$ cat config.mk
export PLATFORM = sky130hd
export DESIGN_NAME = bzs_serial
export DESIGN_NICKNAME = d
export VERILOG_FILES = /design/src/rtl/bzs_pkg.sv /design/src/rtl/bzs_serial.sv
export SDC_FILE = /design/constraint.sdc
export NUM_CORES = 1
export LEC_CHECK = 0
export BUFFER_PORTS_ARGS = -buffer_cell sky130_fd_sc_hd__buf_2
export CAP_MARGIN = 0
export CELL_PAD_IN_SITES_DETAIL_PLACEMENT = 1
export CELL_PAD_IN_SITES_GLOBAL_PLACEMENT = 1
export CORE_MARGIN = 8
export CORE_UTILIZATION = 35
export DETAILED_ROUTE_END_ITERATION = 10
export HOLD_SLACK_MARGIN = 0.06
export PLACE_DENSITY = 0.77
export SLEW_MARGIN = 20
export SYNTH_ARGS = -nofsm -noshare
export SYNTH_HDL_FRONTEND = slang
export SYNTH_SLANG_ARGS = --single-unit
$ cat constraint.sdc
create_clock -name clk -period 14.4 [get_ports clk]
set_input_delay 2.88 -clock clk [delete_from_list [all_inputs] [get_ports clk]]
set_output_delay 2.88 -clock clk [all_outputs]
set_load 0.1 [all_outputs]
$ cat src/rtl/bzs_pkg.sv
`default_nettype none

package bzs_pkg;

  localparam int COORD_W = 32;
  localparam int T_W     = 17;
  localparam int T_FRAC  = 16;
  localparam logic [T_W-1:0] T_ONE = T_W'(1) << T_FRAC;

  // Subdivided curve: up to seven points per request
  localparam int NPTS  = 7;
  localparam int IDX_W = $clog2(NPTS);
  localparam logic [IDX_W-1:0] LAST_CUBIC = IDX_W'(NPTS - 1);
  localparam logic [IDX_W-1:0] LAST_QUAD  = IDX_W'(NPTS - 3);

  localparam int QDEPTH = 2;
  localparam int QPTR_W = $clog2(QDEPTH);
  localparam int QCNT_W = $clog2(QDEPTH + 1);

  typedef enum logic [0:0] {
    CMD_QUAD  = 1'b0,
    CMD_CUBIC = 1'b1
  } cmd_t;

  typedef struct packed {
    logic signed [COORD_W-1:0] x;
    logic signed [COORD_W-1:0] y;
  } point_t;

  typedef struct packed {
    cmd_t             cmd;
    point_t [3:0]     p;
    logic [T_W-1:0]   t;
  } item_t;

  typedef struct packed {
    point_t [NPTS-1:0]  pts;
    logic [IDX_W-1:0]   last_idx;
  } bundle_t;

  // a + ((b - a) * t >>> T_FRAC); result stays between a and b for t <= one
  function automatic logic signed [COORD_W-1:0] lerp(
    input logic signed [COORD_W-1:0] a,
    input logic signed [COORD_W-1:0] b,
    input logic [T_W-1:0]            t
  );
    logic signed [COORD_W:0]         diff;
    logic signed [COORD_W+T_W+1:0]   prod;
    logic signed [COORD_W+T_W+1:0]   sh;
    diff = $signed({b[COORD_W-1], b}) - $signed({a[COORD_W-1], a});
    prod = diff * $signed({1'b0, t});
    sh   = prod >>> T_FRAC;
    return a + $signed(sh[COORD_W-1:0]);
  endfunction

  function automatic point_t lerp_pt(input point_t a, input point_t b,
                                     input logic [T_W-1:0] t);
    point_t r;
    r.x = lerp(a.x, b.x, t);
    r.y = lerp(a.y, b.y, t);
    return r;
  endfunction

endpackage

`default_nettype wire

$ cat src/rtl/bzs_serial.sv
`default_nettype none

module bzs_serial (
  input  wire logic          clk,
  input  wire logic          rst_n,
  input  wire logic          in_valid,
  output logic               in_ready,
  input  wire bzs_pkg::bundle_t in_bundle,
  output logic               out_valid,
  input  wire logic          out_ready,
  output bzs_pkg::point_t    out_point,
  output logic               out_last
);
  import bzs_pkg::*;

  logic               valid_r, valid_nxt;
  logic [IDX_W-1:0]   idx_r, idx_nxt;
  bundle_t            bund_r;
  logic               fire, load;

  assign out_valid = valid_r;
  assign out_point = bund_r.pts[idx_r];
  assign out_last  = (idx_r == bund_r.last_idx);
  assign fire      = valid_r && out_ready;
  // Take the next bundle as the final point of the current one leaves
  assign in_ready  = !valid_r || (fire && out_last);
  assign load      = in_valid && in_ready;

  always_comb begin
    valid_nxt = valid_r;
    idx_nxt   = idx_r;
    if (load) begin
      valid_nxt = 1'b1;
      idx_nxt   = '0;
    end else if (fire) begin
      if (out_last) begin
        valid_nxt = 1'b0;
      end else begin
        idx_nxt = idx_r + IDX_W'(1);
      end
    end
  end

  always_ff @(posedge clk) begin
    if (!rst_n) begin
      valid_r <= 1'b0;
      idx_r   <= '0;
    end else begin
      valid_r <= valid_nxt;
      idx_r   <= idx_nxt;
    end
  end

  always_ff @(posedge clk) begin
    if (load) begin
      bund_r <= in_bundle;
    end
  end

endmodule

`default_nettype wire

==> results.toml <==
[run]
max_cap_viol_count = 0

[worst_setup_path]
startpoint_type = "register"
r2r_cells = 5
crit_buf_inv = 2
criticalPathCategory = "reg -> out"
rrSetupSlack_ns = 9.79
arrival_ns = 3.72
cp_num_cells = 5
critical_path.top_delay_family = "buffers and inverters"
crit_path_end = "out_point[34]"
r2r-start = "idx_r[1]$_SDFFE_PP0P_"
end_kind = "output pin"
crit_chain = "nor2b_4 -> buf_4 -> a21oi_1 -> a21oi_1 -> buf_2"
critPathMaxFanout = 44
cpMostUsedCell = "a21oi_1"
cp.required_ns = 11.52
max_stage_delay_ns = 0.91
r2r-end = "bund_r[428]$_DFFE_PP_"
critPathSlowestCell = "nor2b_4"
critical_path.startpoint = "idx_r[0]$_SDFFE_PP0P_"

[routing]
drtIter0Drc = 666
antenna_left = 0
wirelength_um = 50800
num_vias = 10400
drc = 0
dr.pass1.iters = 4
via_per_inst = 4.80
wl_per_cell_um = 23.4

[timing]
setup_viol = 0
fmax_mhz = 151
rsz0062_at_grt = "no"
worst_slack_ns = 7.80
final_max_slew_viol_count = 0
hold_viol = 0
slew_headroom_pct = 28.1
final.setup.tns_ns = 0
skew_ns = 0.0144
period_share_pct = 45.8
fin_crit_ns = 6.60
tightest_slew_ns = 1.08
whs_ns = 0.643

[global_routing]
overflow = 0
busiest_layer = "met2"
grt_max_degree = 173
grt_pass1_wl_um = 73100
grt_usage_pct = 17.0
met3_usage_pct = 3.77
grt_use_met1_pct = 18.3
met2_usage_pct = 31.1
first_global_vias = 11900
antenna_found_initial = 24

[layout]
drive_gt1_share_pct = 44.8
nFillCells = 5016
multi_input_area_sq_um = 3380
area_growth_pct = 27.3
final_cell_count_no_fill = 2172
final_common_cell = "buf_2"
most-common-layout-cells = "buf_2, edfxtp_1, nor2_1"
seq_area_sq_um = 13600
layout.nets = 1904

[floorplanning]
fp.dieH_um = 239
start_util_pct = 35.4
die_area_sq_um = 56900
fp.dieW_um = 239
num_io_pins = 522
rows = 81
core_sq_um = 49000

[cts]
cts_buffer_depth = 3
cts.htree.levels = 2
cts_buffers = 49
cts_tree = "yes"
cts_resized = 0
cts.sinks = 455
hold_buffers = 0
postCtsSetupBuffers = 0
root_buffer = "clkbuf_16"
clock_latency_ns = 0.56
clkTransAtPathRegs_ns = 0.06

[synth]
ys_types = 28
ys_seq_area_share_pct = 78.6
synth-seq-cells = 455
synthCells = 918
synth.avg_cell_area_sq_um = 18.9
yosys.area.top_type = "edfxtp_1"
netlist_area_sq_um = 17300
synth_top_area_share_pct = 78.1
synthTopCellsByArea = "edfxtp_1, mux4_2, mux2i_1"
yosysWarnings = 0
syn_nets = 1374

[placed_design]
place.gp.congestion = 0.813
io_buffers = 521
place_ws_ns = 7.84
dp_hpwl_um = 36400
dp_cells = 2061

[pwr]
fin_total_pwr_mw = 3.06
power.leakage_nw = 8.19
vdd_drop_max_mv = 0.105
power-per-cell-area_nw_per_um2 = 139

[run_status]
status = "finished, final reports clean"

[worst_hold_path]
hold_path_class = "reg -> reg"
-- per-stage QoR --
stage	utilization, %	area [sq um]
detailed placement	42.0	20600
floorplan	-	17300
finish	45.1	22100
CTS	45.0	22000
global placement	42.0	20600
global route	45.1	22100
-- report_power, final --
group / internal, mW / switching (mW)
clock network: 0.674 / 0.496
logic: 0.0949 / 0.220
registers: 1.55 / 0.0255
total: 2.32 / 0.741
-- worst register-to-register path, stage by stage, from the launching register on --
cell     delay [ns]
dfxtp_4        0.91
xnor2_1        0.25
a41o_1         0.28
and2_4         0.82
buf_4          0.96
buf_4          0.97
-- synth_stat cells --
master,n
buf_2,19
ha_1,1
nor2b_1,1
nand3_1,1
xnor2_1,4
nor3_1,1
and3_1,1
inv_1,2
buf_1,1
clkbuf_4,1
nand2_1,3
buf_6,1
mux4_2,64
a21bo_2,1
a21boi_0,1
buf_4,14
nor2_1,131
edfxtp_1,451
clkbuf_1,13
xor2_1,2
buf_12,3
dfxtp_1,4
mux2i_1,65
a31oi_1,2
a21oi_1,128
o21ai_0,1
a41o_1,1
and2_1,1
-- state kept, by name, indices dropped and copies added, names as in the netlist --
| name | count |
|---|---|
| out_valid | 1 |
| bund_r | 451 |
| idx_r | 3 |
-- kinds of logic after synthesis --
logic type | share of synthesized area [%]
mux | 12.1
compound gates | 3.95
simple gates | 3.07
flops | 78.6
buf+inv | 1.96
fa+ha+maj | 0.0722
xor+xnor | 0.303
-- layout make-up --
| type | instances | area share, % |
|---|---|---|
| diodes | 25 | 0.283 |
| clock buffers | 60 | 5.74 |
| clock inverters | 26 | 0.878 |
| inverters | 2 | 0.0340 |
| multi-input cells | 409 | 15.3 |
| flip-flops and latches | 455 | 61.8 |
| well taps | 664 | 3.76 |
| repair buffers | 531 | 12.2 |
-- worst min-delay path by stage --
stage | slack (ns) | depth (start not counted) | endpoint | startpoint
finish | 0.64 | 2 | idx_r[2]$_SDFFE_PP0P_ | bund_r[2]$_DFFE_PP_
global route | 0.69 | 2 | idx_r[2]$_SDFFE_PP0P_ | bund_r[2]$_DFFE_PP_
CTS | 0.64 | 2 | idx_r[2]$_SDFFE_PP0P_ | bund_r[2]$_DFFE_PP_
detailed placement | 0.62 | 2 | idx_r[2]$_SDFFE_PP0P_ | bund_r[2]$_DFFE_PP_
global placement | 0.60 | 2 | idx_r[2]$_SDFFE_PP0P_ | bund_r[2]$_DFFE_PP_
floorplan | 0.56 | 2 | idx_r[2]$_SDFFE_PP0P_ | bund_r[2]$_DFFE_PP_
-- routing by layer --
metal	share of wire, %	vias up
li1	-	4696
met1	36	5269
met2	54	363
met3	5.5	105
met4	4.2	0
met5	0	-
(Power assumes the default switching activity.)
