**src/rtl/bzs_pkg.sv**
```systemverilog
`default_nettype none

package bzs_pkg;

  localparam int COORD_W = 32;
  localparam int T_W     = 17;
  localparam int T_FRAC  = 16;
  localparam logic [T_W-1:0] T_ONE = T_W'(1) << T_FRAC;

  // Subdivided curve: up to seven points per request
  localparam int NPTS  = 7;
  localparam int IDX_W = $clog2(NPTS);
  localparam logic [IDX_W-1:0] LAST_CUBIC = IDX_W'(NPTS - 1);
  localparam logic [IDX_W-1:0] LAST_QUAD  = IDX_W'(NPTS - 3);

  localparam int QDEPTH = 2;
  localparam int QPTR_W = $clog2(QDEPTH);
  localparam int QCNT_W = $clog2(QDEPTH + 1);

  typedef enum logic [0:0] {
    CMD_QUAD  = 1'b0,
    CMD_CUBIC = 1'b1
  } cmd_t;

  typedef struct packed {
    logic signed [COORD_W-1:0] x;
    logic signed [COORD_W-1:0] y;
  } point_t;

  typedef struct packed {
    cmd_t             cmd;
    point_t [3:0]     p;
    logic [T_W-1:0]   t;
  } item_t;

  typedef struct packed {
    point_t [NPTS-1:0]  pts;
    logic [IDX_W-1:0]   last_idx;
  } bundle_t;

  // a + ((b - a) * t >>> T_FRAC); result stays between a and b for t <= one
  function automatic logic signed [COORD_W-1:0] lerp(
    input logic signed [COORD_W-1:0] a,
    input logic signed [COORD_W-1:0] b,
    input logic [T_W-1:0]            t
  );
    logic signed [COORD_W:0]         diff;
    logic signed [COORD_W+T_W+1:0]   prod;
    logic signed [COORD_W+T_W+1:0]   sh;
    diff = $signed({b[COORD_W-1], b}) - $signed({a[COORD_W-1], a});
    prod = diff * $signed({1'b0, t});
    sh   = prod >>> T_FRAC;
    return a + $signed(sh[COORD_W-1:0]);
  endfunction

  function automatic point_t lerp_pt(input point_t a, input point_t b,
                                     input logic [T_W-1:0] t);
    point_t r;
    r.x = lerp(a.x, b.x, t);
    r.y = lerp(a.y, b.y, t);
    return r;
  endfunction

endpackage

`default_nettype wire

```
**src/rtl/bzs_front.sv**
```systemverilog
`default_nettype none

module bzs_front (
  input  wire logic          clk,
  input  wire logic          rst_n,
  input  wire logic          in_valid,
  output logic               in_ready,
  input  wire bzs_pkg::item_t in_item,
  output logic               q_valid,
  input  wire logic          q_ready,
  output bzs_pkg::item_t     q_item
);
  import bzs_pkg::*;

  item_t              mem_r [QDEPTH];
  logic [QPTR_W-1:0]  wr_ptr_r, wr_ptr_nxt;
  logic [QPTR_W-1:0]  rd_ptr_r, rd_ptr_nxt;
  logic [QCNT_W-1:0]  count_r, count_nxt;
  item_t              item_sat;
  logic               push, pop;

  // Clamp t to one
  always_comb begin
    item_sat = in_item;
    if (in_item.t > T_ONE) begin
      item_sat.t = T_ONE;
    end
  end

  assign in_ready = (count_r != QCNT_W'(QDEPTH));
  assign q_valid  = (count_r != '0);
  assign q_item   = mem_r[rd_ptr_r];
  assign push     = in_valid && in_ready;
  assign pop      = q_valid && q_ready;

  always_comb begin
    wr_ptr_nxt = wr_ptr_r;
    rd_ptr_nxt = rd_ptr_r;
    count_nxt  = count_r;
    if (push) begin
      wr_ptr_nxt = (wr_ptr_r == QPTR_W'(QDEPTH - 1)) ? '0 : wr_ptr_r + QPTR_W'(1);
    end
    if (pop) begin
      rd_ptr_nxt = (rd_ptr_r == QPTR_W'(QDEPTH - 1)) ? '0 : rd_ptr_r + QPTR_W'(1);
    end
    if (push && !pop) begin
      count_nxt = count_r + QCNT_W'(1);
    end else if (pop && !push) begin
      count_nxt = count_r - QCNT_W'(1);
    end
  end

  always_ff @(posedge clk) begin
    if (!rst_n) begin
      wr_ptr_r <= '0;
      rd_ptr_r <= '0;
      count_r  <= '0;
    end else begin
      wr_ptr_r <= wr_ptr_nxt;
      rd_ptr_r <= rd_ptr_nxt;
      count_r  <= count_nxt;
    end
  end

  always_ff @(posedge clk) begin
    if (push) begin
      mem_r[wr_ptr_r] <= item_sat;
    end
  end

endmodule

`default_nettype wire

```
**config.mk**
```make
export PLATFORM = sky130hd
export DESIGN_NAME = bzs_front
export DESIGN_NICKNAME = d
export VERILOG_FILES = /design/src/rtl/bzs_pkg.sv /design/src/rtl/bzs_front.sv
export SDC_FILE = /design/constraint.sdc
export NUM_CORES = 1
export LEC_CHECK = 0
export BUFFER_PORTS_ARGS = -buffer_cell sky130_fd_sc_hd__buf_2
export CAP_MARGIN = 20
export CORE_AREA = 2 2 298 227
export DETAILED_ROUTE_END_ITERATION = 8
export DIE_AREA = 0 0 300 229
export SLEW_MARGIN = 15
export SYNTH_ARGS = -nofsm -noshare
export SYNTH_HDL_FRONTEND = slang
export SYNTH_SLANG_ARGS = --single-unit
```
**constraint.sdc**
```tcl
create_clock -name clk -period 25.5 [get_ports clk]
set_input_delay 5.1 -clock clk [delete_from_list [all_inputs] [get_ports clk]]
set_output_delay 5.1 -clock clk [all_outputs]
set_load 0.005 [all_outputs]
```
==> flow_metrics.tcl, run 1 <==
set metrics [dict create \
    routed_wl_mm 43.6 \
    clockPowerShare_pct 31.1 \
    totalNegativeSetupSlack_ns 0 \
    tightest_slew_ns 1.09 \
    num_io_pins 554 \
    grt_overflow 0 \
    p_per_area_mw_per_mm2 95.6 \
    yosysWarnings 0 \
    ys_ff_latch 553 \
    clk_latency_ns 0.58 \
    cts_num_sinks 553 \
    p_int_mw 1.83 \
    vias 10335 \
    timing.final.max_slew_violations 0 \
    hold_violations 0 \
    placed_area_mm2 0.0239 \
    grt_pass1_wl_mm 63.9 \
    gp_congestion 0.815 \
    synth.net_count 1179 \
    p_sw_share_pct 25.3 \
    p_total_mw 2.45 \
    synthTopCellsByArea "edfxtp_1 82%, mux2_2 15%, buf_4 0.97%" \
    post_cts_buffers 0 \
    power.switching_mw 0.619 \
    yosys.area.top_type "edfxtp_1" \
    cts_resized 0 \
    fillers 6079 \
    drc 0 \
    placedCellCount 2314 \
    p_leak_nw 9.33 \
    cts.clk_slew.worst_paths_ns 0.06 \
    die_width_um 300 \
    arrival_ns 3.94 \
    final_area_mm2 0.0256 \
    cap_violations 0 \
    core_area_mm2 0.0659 \
    postSynth.asyncResetShare_pct 0 \
    combPwrFrac_pct 21.0 \
    clock_skew_ns 0.00907 \
    dieArea_mm2 0.0687 \
    multiInputGateArea_mm2 0.00341 \
    syn-cell-area_mm2 0.0202 \
    worst_hold_slack_ns 0.509 \
    synth.distinct_cells 24 \
    synthFlopType "edfxtp_1" \
    synth_seq_area_share_pct 82.0 \
    hold_class "reg2reg" \
    syn_inst 900 \
    ctsLongestPathBuffers 3 \
    cts_tree "yes" \
    fmax_ghz 0.111 \
    clockRootBuffer "clkbuf_16" \
    nets 1768 \
    syn_avg_cell_area_um2 22.4 \
    cts.htree.levels 2 \
    place_hpwl_mm 29.4 \
    yosys-top-cells-count "548 x edfxtp_1, 274 x mux2_2, 26 x buf_4" \
    drive_gt1_share_pct 60.0 \
    min_period_over_period_pct 35.5 \
    synth.most_common_cell "edfxtp_1" \
    antenna_left 0 \
    grt_max_degree 120 \
    startpoint_type "flip-flop" \
    setup_viol 0 \
    vias_per_cell 4.28 \
    grt_antenna_before_repair 8 \
    fin_crit_ns 9.04 \
    synth_edf_count 548 \
    rsz0062_at_grt "no" \
    seqPwrFrac_pct 47.9 \
    start_util_pct 30.6 \
    synth_top_area_share_pct 81.5 \
    port_buffers 553 \
    required_ns 20.40 \
    wl_per_cell_um 18.0 \
    num_rows 82 \
    slew_headroom_pct 27.4 \
    fin_cells 2416 \
    vdd_drop_max_v 0.0000622 \
    die_h_um 229 \
    grt_pass1_vias 10981 \
    critPathMaxFanout 69 \
    firstDrtPassIters 4 \
    cts_buffers 55 \
    seq_area_mm2 0.0166 \
    ctsHoldBuffers 0 \
    endpoint_kind "output port" \
    grt.total_usage_pct 12.1 \
    area_growth_pct 26.9 \
    critical_path_class "reg2out" \
    drtIter0Drc 420 \
    outcome "completed" \
]
==> final cells by class <==
type / count / share of cell area, %
tap: 882 / 4.31
clock inverter: 26 / 0.786
sequential: 553 / 64.6
antenna: 3 / 0.0293
clock buffer: 73 / 5.80
inverter: 3 / 0.0732
timing repair buffer: 563 / 11.1
multi-input combinational: 313 / 13.3
==> worst paths after layout <==
check                                               to                    start  slack [ns]  cells after the start
worst max register to register  mem_r[0][52]$_DFFE_PP_  count_r[0]$_SDFFE_PN0P_       22.17                      5
worst min register to register               flip-flop    rd_ptr_r$_SDFFE_PN0P_        0.51                      2
worst max-delay path                       q_item[254]                flip-flop       16.46                      4
worst min-delay path                         flip-flop    rd_ptr_r$_SDFFE_PN0P_        0.51                      2
==> critical path, stage by stage (launching register included) <==
cell	delay, ns
dfxtp_4	0.89
buf_4	0.85
buf_4	0.82
mux2_2	0.49
buf_2	0.16
==> flip-flops by register name, summed over array words and instances (netlist names), named ones only <==
signal	cells
mem_r	548
count_r	2
rd_ptr_r	1
wr_ptr_r	1
==> per-stage QoR <==
| step | utilization (%) | setup WS, ns |
|---|---|---|
| 6_report | 38.9 | 16.46 |
| 5_1_grt | 38.9 | 16.06 |
| 4_1_cts | 38.9 | 16.24 |
| 3_5_place_dp | 36.3 | 16.90 |
| 3_3_place_gp | 36.3 | 16.93 |
| 2_1_floorplan | - | 13.44 |
==> layout by cell type (no fill, tap or decap), types with 2 or more instances in the layout <==
master / synthesis / routed
edfxtp_1: 548 / 548
inv_1: 3 / 2
nor4_4: 2 / 2
clkinvlp_4: 0 / 2
clkbuf_1: 1 / 16
xor2_1: 3 / 3
clkinv_1: 0 / 13
o21ai_0: 2 / 2
buf_4: 26 / 10
nor2b_1: 15 / 15
clkbuf_16: 0 / 57
a21oi_1: 2 / 2
mux2_2: 274 / 274
nor4_2: 2 / 2
bufinv_16: 0 / 3
clkinv_2: 0 / 6
dfxtp_1: 5 / 4
inv_6: 0 / 2
buf_2: 4 / 553
diode_2: 0 / 3
nor2_1: 3 / 3
==> kinds of logic after synthesis <==
kind of cell / synth area share, %
simple gates: 1.09
compound gates: 0.285
mux: 15.3
flops: 82.0
xor+xnor: 0.130
fa+ha+maj: 0.0620
buf+inv: 1.14
==> per-layer routing <==
metal | vias up | part of all wire [%] | track usage (%) | wire, µm
li1 | 4775 | - | - | -
met1 | 5121 | 39 | 13.9 | 16900
met2 | 363 | 50 | 20.9 | 21700
met3 | 70 | 9.4 | 4.73 | 4080
met4 | 6 | 1.9 | 3.50 | 809
met5 | - | 0.090 | 0 | 39
==> power groups by stage <==
stage | registers, mW | clock network, mW | logic [mW]
2_1_floorplan | 1.20 | 0 | 0.311
3_3_place_gp | 1.19 | 0 | 0.523
3_5_place_dp | 1.19 | 0 | 0.526
4_1_cts | 1.18 | 0.786 | 0.530
5_1_grt | 1.19 | 0.822 | 0.561
6_report | 1.17 | 0.761 | 0.515
No activity file was read; power rests on OpenSTA's default activity.
==> run 2, diff against run 1 <==
==> constraint.sdc (replaced) <==
create_clock -name clk -period 8.2 [get_ports clk]
set_input_delay 1.64 -clock clk [delete_from_list [all_inputs] [get_ports clk]]
set_output_delay 1.64 -clock clk [all_outputs]
set_load 0.005 [all_outputs]
==> flow_metrics.tcl, run 2 (synthesized netlist as in run 1, its figures left out) <==
set metrics [dict create \
    grt_overflow 0 \
    p_int_mw 5.83 \
    clockRootBuffer "clkbuf_16" \
    required_ns 6.56 \
    regMostFlops "mem_r" \
    p_sw_share_pct 25.4 \
    min_period_over_period_pct 56.4 \
    gp_congestion 0.870 \
    hold_violations 0 \
    r2r_slack_ns 5.41 \
    placedCellCount 2310 \
    post_cts_buffers 0 \
    crit_path_top_delay_cell "dfxtp_4" \
    largest_reg_flops 548 \
    die_width_um 300 \
    grt_antenna_before_repair 3 \
    met2WireLength_mm 21.9 \
    cp_num_buf_inv 2 \
    combPwrFrac_pct 20.5 \
    r2r_start "count_r[0]$_SDFFE_PN0P_" \
    drtIter0Drc 618 \
    power.switching_mw 1.98 \
    tightest_slew_ns 1.15 \
    hold_class "reg2reg" \
    post-route-util_pct 39.2 \
    fin_cells 2416 \
    grt_max_degree 152 \
    grt_pass1_wl_mm 65.1 \
    clk_latency_ns 0.60 \
    top_layer "met5" \
    crit_cells 3 \
    p_leak_nw 9.39 \
    fin_crit_ns 4.62 \
    setup.worst_path.end "q_item[154]" \
    cts_num_sinks 553 \
    r2r-end "mem_r[1][150]$_DFFE_PP_" \
    layout_commonest_cell "buf_2" \
    wl_met1_mm 17.7 \
    core_area_mm2 0.0659 \
    cts.clk_slew.worst_paths_ns 0.07 \
    cts_resized 0 \
    dieArea_mm2 0.0687 \
    top_regs "mem_r (548), count_r (2)" \
    grt_pass1_vias 10934 \
    drive_gt1_share_pct 60.8 \
    clockPowerShare_pct 32.7 \
    critPathMaxFanout 151 \
    place_hpwl_mm 29.4 \
    vias 10349 \
    cts_tree "yes" \
    outcome "completed" \
    most-common-layout-cells "553 x buf_2, 548 x edfxtp_1, 274 x mux2_2" \
    num_io_pins 554 \
    ctsHoldBuffers 0 \
    antenna_left 0 \
    vdd_drop_max_v 0.000181 \
    clock_skew_ns 0.0165 \
    p_total_mw 7.81 \
    rsz0062_at_grt "no" \
    critical_path_class "reg2out" \
    cap_violations 0 \
    drc 0 \
    die_h_um 229 \
    wl_per_cell_um 18.3 \
    timing.final.max_slew_violations 0 \
    worst_hold_slack_ns 0.520 \
    firstDrtPassIters 4 \
    crit_family "flip-flops" \
    rr_worst_depth 3 \
    slew_headroom_pct 23.5 \
    wl_met3_mm 3.64 \
    start_util_pct 30.6 \
    critPathMaxStageDelay_ns 0.88 \
    nets 1765 \
    setup_viol 0 \
    ctsLongestPathBuffers 3 \
    num_rows 82 \
    path_cells "buf_12 > mux2_2 > buf_2" \
    p_per_area_mw_per_mm2 303 \
    cts.htree.levels 2 \
    endpoint_kind "output port" \
    startpoint_type "flip-flop" \
    grt.total_usage_pct 12.3 \
    vias_per_cell 4.28 \
    totalNegativeSetupSlack_ns 0 \
    fmax_ghz 0.216 \
    area_growth_pct 27.8 \
    cts_buffers 56 \
    port_buffers 553 \
    arrival_ns 2.98 \
    routed_wl_mm 44.3 \
    seqPwrFrac_pct 46.8 \
]
==> run 2: cell types whose count changed in the layout (fill, tap and decap cells not counted), moves of 3 or more <==
cell,delta
buf_4,-7
clkinv_2,+3
clkinvlp_4,+7
buf_12,+3
bufinv_16,+4
clkbuf_1,-14
==> run 2: stage by stage <==
stage	instance area [µm²]	setup WS, ns
2_1_floorplan	20200	0.549
3_3_place_gp	23900	4.21
3_5_place_dp	23900	4.19
4_1_cts	25800	3.55
5_1_grt	25800	3.41
6_report	25800	3.58
==> run 2: area by class of cell <==
class / count / area (µm²)
fill: 6085 / 40100
multi-input combinational: 313 / 3410
inverter: 3 / 18.8
clock buffer: 59 / 1430
sequential: 553 / 16600
clock inverter: 46 / 434
timing repair buffer: 559 / 2850
antenna: 1 / 2.50
tap: 882 / 1100
==> run 2: worst min path at each step <==
stage	startpoint	to	slack (ns)	cells past startpoint
after floorplan	rd_ptr_r$_SDFFE_PN0P_	flip-flop	0.47	2
after global routing	rd_ptr_r$_SDFFE_PN0P_	flip-flop	0.53	2
after global placement	rd_ptr_r$_SDFFE_PN0P_	rd_ptr_r$_SDFFE_PN0P_	0.49	2
after CTS	rd_ptr_r$_SDFFE_PN0P_	flip-flop	0.53	2
after detailed placement	rd_ptr_r$_SDFFE_PN0P_	flip-flop	0.50	2
final	rd_ptr_r$_SDFFE_PN0P_	flip-flop	0.52	2
==> run 2: power groups by stage <==
stage,clock (mW),combinational (mW),sequential (mW)
2_1_floorplan,0,0.968,3.73
3_3_place_gp,0,1.61,3.71
5_1_grt,2.74,1.73,3.69
3_5_place_dp,0,1.63,3.72
6_report,2.56,1.60,3.66
4_1_cts,2.65,1.64,3.66
==> run 2: worst min-delay path, stage by stage (launching register included) <==
cell,delay [ns]
dfxtp_1,0.32
xor2_1,0.08
nor2_1,0.07
==> run 2: layer usage <==
metal	GRT usage, %	vias up
li1	-	4774
met1	14.8	5110
met2	21.2	385
met3	4.08	74
met4	3.36	6
met5	0	-
